## config.mk

```make
export PLATFORM = sky130hd
export DESIGN_NAME = sprite_piece_to_oam_entry
export DESIGN_NICKNAME = d
export VERILOG_FILES = /design/src/rtl/spoe_pkg.sv /design/src/rtl/spoe_build.sv /design/src/rtl/sprite_piece_to_oam_entry.sv
export SDC_FILE = /design/constraint.sdc
export NUM_CORES = 2
export LEC_CHECK = 0
export BUFFER_PORTS_ARGS = -buffer_cell sky130_fd_sc_hd__buf_2
export CAP_MARGIN = 20
export CORE_MARGIN = 4
export CORE_UTILIZATION = 55
export CTS_BUF_LIST = sky130_fd_sc_hd__clkbuf_8
export CTS_CLUSTER_SIZE = 14
export DETAILED_ROUTE_END_ITERATION = 16
export PLACE_DENSITY = 0.7
export SYNTH_ARGS = -nofsm -noshare
export SYNTH_HDL_FRONTEND = slang
export SYNTH_SLANG_ARGS = --single-unit
```

## constraint.sdc

```tcl
create_clock -name clk_i -period 12.3 [get_ports clk_i]
set_input_delay 2.46 -clock clk_i [delete_from_list [all_inputs] [get_ports clk_i]]
set_output_delay 2.46 -clock clk_i [all_outputs]
set_load 0.005 [all_outputs]
```

## src/rtl/spoe_pkg.sv

```systemverilog
// ----------------------------------------------------------------------------
// spoe_pkg: shared types and constants
// Transaction payloads, function codes and screen limits for the sprite piece
// to attribute entry block.
// ----------------------------------------------------------------------------
package spoe_pkg;

  localparam int unsigned TABLE_ENTRIES_DEF = 60;
  localparam int unsigned OAM_SLOTS_DEF     = 128;
  localparam int unsigned SLOT_W            = 7;
  localparam int unsigned WIDX_W            = 7;

  localparam int signed SCREEN_W = 240;
  localparam int signed SCREEN_H = 160;

  typedef enum logic [1:0] {
    FUNC_LOAD   = 2'd0,
    FUNC_RENDER = 2'd1,
    FUNC_FRAME  = 2'd2
  } func_e;

  typedef struct packed {
    logic [1:0]         func;
    logic [5:0]         table_index;
    logic [31:0]        table_word;
    logic signed [7:0]  x_offset;
    logic signed [7:0]  y_offset;
    logic [7:0]         shape_info;
    logic [7:0]         tile_low;
    logic [7:0]         tile_high;
    logic signed [15:0] base_x;
    logic signed [15:0] base_y;
    logic [31:0]        flags;
    logic [15:0]        extra;
  } in_t;

  typedef struct packed {
    logic [SLOT_W-1:0] slot;
    logic [31:0]       attr_word;
    logic [15:0]       attr_two;
  } out_t;

  typedef struct packed {
    logic        visible;
    logic [31:0] attr_word;
    logic [15:0] attr_two;
  } build_t;

  // Table word index from the mode bits and the shape/size bits.
  function automatic logic [WIDX_W-1:0] word_index(logic [31:0] flags, logic [7:0] shape);
    logic [WIDX_W-1:0] base;
    if (flags[9:8] != 2'b00) begin
      base = (flags[9:8] == 2'b01) ? WIDX_W'(0) : WIDX_W'(48);
    end else begin
      base = WIDX_W'({flags[29:28], 3'b000}) + WIDX_W'({flags[29:28], 2'b00});
    end
    return base + WIDX_W'(shape[7:4]);
  endfunction

endpackage

```

## src/rtl/spoe_build.sv

```systemverilog
// ----------------------------------------------------------------------------
// spoe_build: piece placement, clipping and attribute packing
// Applies the offset flips, places the piece against its anchor, clips it
// to the screen and forms both attribute words.
// ----------------------------------------------------------------------------
module spoe_build (
  input  spoe_pkg::in_t    item_i,
  input  logic [31:0]      entry_i,
  output spoe_pkg::build_t build_o
);

  logic               affine;
  logic signed [7:0]  xo;
  logic signed [7:0]  yo;
  logic signed [17:0] x;
  logic signed [17:0] y;
  logic signed [17:0] x_end;
  logic signed [17:0] y_end;
  logic [31:0]        aw_base;
  logic [15:0]        tile_sum;

  assign affine = (item_i.flags[9:8] != 2'b00);

  // 8-bit negation leaves -128 at -128
  assign xo = (!affine && item_i.flags[28]) ? -item_i.x_offset : item_i.x_offset;
  assign yo = (!affine && item_i.flags[29]) ? -item_i.y_offset : item_i.y_offset;

  assign y = 18'(yo) + 18'(item_i.base_y) - $signed({10'b0, entry_i[15:8]});
  assign x = 18'(xo) + 18'(item_i.base_x) - $signed({10'b0, entry_i[7:0]});
  assign y_end = y + $signed({10'b0, entry_i[31:24]});
  assign x_end = x + $signed({10'b0, entry_i[23:16]});

  assign aw_base = 32'(y[7:0]) | (32'(x[8:0]) << 16) | (32'(item_i.shape_info[7:6]) << 14);

  always_comb begin
    tile_sum = 16'(item_i.tile_low) + item_i.extra;
    if (item_i.shape_info[0]) begin
      tile_sum = tile_sum & 16'h0FFF;
    end
    build_o.visible   = (y < 18'(spoe_pkg::SCREEN_H)) && (y_end > 18'sd0) &&
                        (x < 18'(spoe_pkg::SCREEN_W)) && (x_end > 18'sd0);
    build_o.attr_word = (aw_base | item_i.flags) ^ (32'(item_i.shape_info[5:2]) << 28);
    build_o.attr_two  = tile_sum + {item_i.tile_high, 8'h00};
  end

endmodule

```

## src/rtl/sprite_piece_to_oam_entry.sv

```systemverilog
// ----------------------------------------------------------------------------
// sprite_piece_to_oam_entry: sprite piece to attribute entry
// Loads the anchor/size table, places and clips pieces and emits packed
// attribute entries at consecutive slots.
// ----------------------------------------------------------------------------
// One transaction is taken every cycle unless the input stalls. A transaction
// is registered together with its size table read (the table has one write
// port and one registered read port: a load writes it, a render reads it,
// both in the accept cycle), then clipped and packed into the output
// register, from which the sink takes the result. Loads, frame starts and
// clipped pieces produce no result. The only backpressure is the output
// register: input stalls only while a result is held, the sink stalls and
// the input register holds a transaction.
module sprite_piece_to_oam_entry #(
  parameter int unsigned TABLE_ENTRIES = spoe_pkg::TABLE_ENTRIES_DEF,
  parameter int unsigned OAM_SLOTS     = spoe_pkg::OAM_SLOTS_DEF
) (
  input  logic           clk_i,
  input  logic           rst_ni,
  input  logic           in_valid_i,
  output logic           in_stall_o,
  input  spoe_pkg::in_t  in_data_i,
  output logic           out_valid_o,
  input  logic           out_stall_i,
  output spoe_pkg::out_t out_data_o
);

  localparam int unsigned IDX_W = $clog2(TABLE_ENTRIES);
  localparam int unsigned CNT_W = $clog2(OAM_SLOTS + 1);

  logic [31:0]            table_mem [TABLE_ENTRIES];

  logic                   in_acc;
  logic                   advance;
  logic [spoe_pkg::WIDX_W-1:0] widx;
  logic                   widx_ok;
  logic                   load_ok;
  logic [IDX_W-1:0]       rd_idx;

  logic                   s1_valid_q;
  spoe_pkg::in_t          s1_item_q;
  logic                   s1_idx_ok_q;
  logic [31:0]            s1_entry_q;

  spoe_pkg::build_t       build;
  logic                   full;
  logic                   emit;

  logic [CNT_W-1:0]       cnt_q, cnt_d;
  logic                   out_valid_q;
  spoe_pkg::out_t         out_q;

  assign advance    = !out_valid_q || !out_stall_i;
  assign in_stall_o = s1_valid_q && !advance;
  assign in_acc     = in_valid_i && !in_stall_o;

  assign widx    = spoe_pkg::word_index(in_data_i.flags, in_data_i.shape_info);
  assign widx_ok = (32'(widx) < TABLE_ENTRIES);
  assign load_ok = (32'(in_data_i.table_index) < TABLE_ENTRIES);
  assign rd_idx  = widx_ok ? widx[IDX_W-1:0] : '0;

  always_ff @(posedge clk_i) begin
    if (in_acc) begin
      if (in_data_i.func == spoe_pkg::FUNC_LOAD && load_ok) begin
        table_mem[in_data_i.table_index[IDX_W-1:0]] <= in_data_i.table_word;
      end
      s1_entry_q <= table_mem[rd_idx];
    end
  end

  always_ff @(posedge clk_i or negedge rst_ni) begin
    if (!rst_ni) begin
      s1_valid_q <= 1'b0;
    end else if (!in_stall_o) begin
      s1_valid_q <= in_valid_i;
    end
  end

  always_ff @(posedge clk_i) begin
    if (in_acc) begin
      s1_item_q   <= in_data_i;
      s1_idx_ok_q <= widx_ok;
    end
  end

  spoe_build u_build (
    .item_i  (s1_item_q),
    .entry_i (s1_entry_q),
    .build_o (build)
  );

  assign full = (cnt_q >= CNT_W'(OAM_SLOTS));
  assign emit = s1_valid_q && (s1_item_q.func == spoe_pkg::FUNC_RENDER) &&
                s1_idx_ok_q && !full && build.visible;

  always_comb begin
    cnt_d = cnt_q;
    if (s1_valid_q && advance) begin
      if (s1_item_q.func == spoe_pkg::FUNC_FRAME) begin
        cnt_d = '0;
      end else if (emit) begin
        cnt_d = cnt_q + CNT_W'(1);
      end
    end
  end

  always_ff @(posedge clk_i or negedge rst_ni) begin
    if (!rst_ni) begin
      cnt_q       <= '0;
      out_valid_q <= 1'b0;
    end else begin
      cnt_q <= cnt_d;
      if (advance) begin
        out_valid_q <= emit;
      end
    end
  end

  always_ff @(posedge clk_i) begin
    if (advance && emit) begin
      out_q.slot      <= spoe_pkg::SLOT_W'(cnt_q);
      out_q.attr_word <= build.attr_word;
      out_q.attr_two  <= build.attr_two;
    end
  end

  assign out_valid_o = out_valid_q;
  assign out_data_o  = out_q;

endmodule

```

==> reports/metrics.cfg <==
[status]
status = finished clean

[die]
fp.dieW_um = 408
fp.dieH_um = 408
coreArea_um2 = 159000
row_count = 146
io_pins = 221
die-area_um2 = 167000
initial_utilization_pct = 55.5

[synthesis]
yosysTopAreaCell = edfxtp_1
seq_area_frac_synth_pct = 72.9
synth_area_um2 = 88100
synth_edf_count = 2129
syn_inst = 5401
synth_warnings = 0
synth_top_area_share_pct = 72.6
ys_seq_elements = 2139
yosys-top-cells-area = edfxtp_1 (73%), mux4_2 (5.7%), mux2i_1 (3.0%)
syn_area_per_cell_um2 = 16.3
async_flop_share_pct = 0.468
synth_fp_nets = 5663
synth_top_flop_cell = edfxtp_1
ys_types = 90

[grt]
grt_pass1_vias = 50354
grt_max_degree = 163
grt_pass1_wl_um = 325000
grtUsageTotal_pct = 26.2
grt_overflow = 0
antenna_found_initial = 25

[placed_design]
dp_cells = 7473
gp_congestion = 0.855
hpwlAfterDp_um = 118000
io_buffers = 219

[layout]
drive_above_1_share_pct = 18.5
instances_no_fill = 8113
final_cell_mix = edfxtp_1 (2129), nor2_1 (362), clkbuf_8 (355), nand2_1 (264), mux2i_1 (264)
area_growth_pct = 11.9
layout_commonest_cell = edfxtp_1
num-fill-cells = 11268
fin_nets = 6042

[detailed_routing]
firstDrtPassIters = 8
vias = 51690
drt_iter0_markers = 6268
viasPerCell = 6.37
postRouteWirelength_um = 222000
drc = 0
post_drt_wl_per_cell_um = 27.3
drtAntennaViolNets = 0

[sta]
setup_tns_ns = 0
max_freq_mhz = 134
worst_pin_slew_ns = 1.24
setup_violations = 0
hold_viol_final = 0
fin_crit_ns = 7.48
rsz0062_at_grt = no
skew_ns = 0.118
report.final.slew_viol_count = 0
fin_crit_sh_pct = 60.8
max_slew_margin_pct = 16.6

[worst_setup_path]
criticalPathCategory = input port to flop
slowest_stage = nand2_4
cp_max_fo = 45
crit_family = simple AND/OR/NAND/NOR gates
cp-end-kind = flop
slowest_delay_ns = 0.68
crit_required_ns = 13.01
cp_num_buf_inv = 5
path_cells = buf_2 -> inv_1 -> nor3_1 -> ha_4 -> nand2_1 -> nor4_1 -> or2_4 -> clkinv_1 -> nand2_4 -> buf_12 -> buf_12 -> mux4_2 -> nand2_1 -> o21ai_0 -> a21oi_1 -> nor2_1 -> o31a_1
start_kind = input port
arrival_ns = 8.18

[power_and_ir_drop]
finalPower_uw = 15900
power.leakage_uw = 0.0329
powerDensity_nw_per_um2 = 161
vdd_ir_drop_max_uv = 133

[clock_tree]
holdBufCountCts = 0
cts_root_buffer = clkbuf_8
cts.path.max_buffers = 4
h-tree-depth = 5
cts_setup_buffers = 0
clkLatencyLatePin_ns = 1.05
numCtsBuffers = 351
clk_pin_slew_worst_paths_ns = 0.06
cts_tree = yes
clock_sinks = 2139
postCtsResizedCells = 0

[flow_run]
cap_violations = 0

[worst_hold_path]
hold_path.class = flop to flop

## report_power, final
group / switching (µW) / internal, µW
logic: 1420 / 782
registers: 36.7 / 8090
clock network: 2720 / 2840
total: 4170 / 11700
## stage by stage
stage               area, µm²  hold WS, ns  setup slack [ns]  util (%)
floorplan               88100        0.400              2.79         -
global placement        92000        0.403              3.84      58.0
detailed placement      92000        0.407              3.72      58.0
CTS                     98200        0.403              4.86      61.9
global route            98600        0.408              4.40      62.1
finish                  98600        0.403              4.82      62.1
## worst paths after layout
check	startpoint	to	slack (ns)	cells after the start
setup / recovery	in_data_i[44]	s1_entry_q[29]	4.82	17
hold reg to reg	s1_item_q[29]	out_data_o[29]	0.40	0
min in group asynchronous	rst_ni	cnt_q[1]	1.36	1
setup reg to reg	s1_item_q[24]	out_data_o[16]	5.36	22
max in group asynchronous	rst_ni	cnt_q[0]	10.73	1
hold / removal	s1_item_q[29]	out_data_o[29]	0.40	0
## synthesized netlist by cell type (14+ instances only)
cell,n
edfxtp_1,2129
nor2_1,422
clkbuf_1,287
nand2_1,268
mux2i_1,264
a21oi_1,238
mux4_2,224
a211oi_1,206
o21ai_0,196
a221oi_1,194
o22ai_1,101
ha_1,89
nand2b_1,84
nor3_1,75
inv_1,64
nand3_1,40
o31a_1,40
xnor2_1,39
o311ai_0,33
xor2_1,32
a21o_1,30
buf_2,30
or2_2,23
and3_1,21
buf_1,20
o21a_1,16
nand4_1,14
nor4_1,14
o211ai_1,14
or3_1,14
## state kept, by name, summed over array words and instances (netlist names)
register and cells:
s1_entry_q 32, table_mem 1920, s1_idx_ok_q 1, out_data_o 55
s1_item_q 121, cnt_q 8, s1_valid_q 1, out_valid_o 1
## layer usage
metal / vias to the layer above / track usage [%] / share of wire [%]
li1: 22485 / - / -
met3: 470 / 5.61 / 10
met2: 2773 / 41.5 / 48
met1: 25954 / 36.7 / 39
met5: - / 0 / 0.022
met4: 8 / 8.69 / 3.0
## kinds of logic after synthesis
kind of cell    synth area share [%]
compound gates                  9.06
xor+xnor                       0.706
fa+ha+maj                       1.47
buf+inv                         1.77
flops                           72.9
mux                             8.79
simple gates                    5.34
## layout make-up
type                       count  area (µm²)  share of cell area [%]
antenna                        8        20.0                  0.0203
clock buffer                 355        4890                    4.96
clock inverter               251        1260                    1.28
inverter                      65         244                   0.247
multi-input combinational   2859       22900                    23.2
sequential                  2139       64200                    65.1
tap                         2072        2590                    2.63
timing repair buffer         364        2550                    2.59
(Power assumes the default switching activity.)
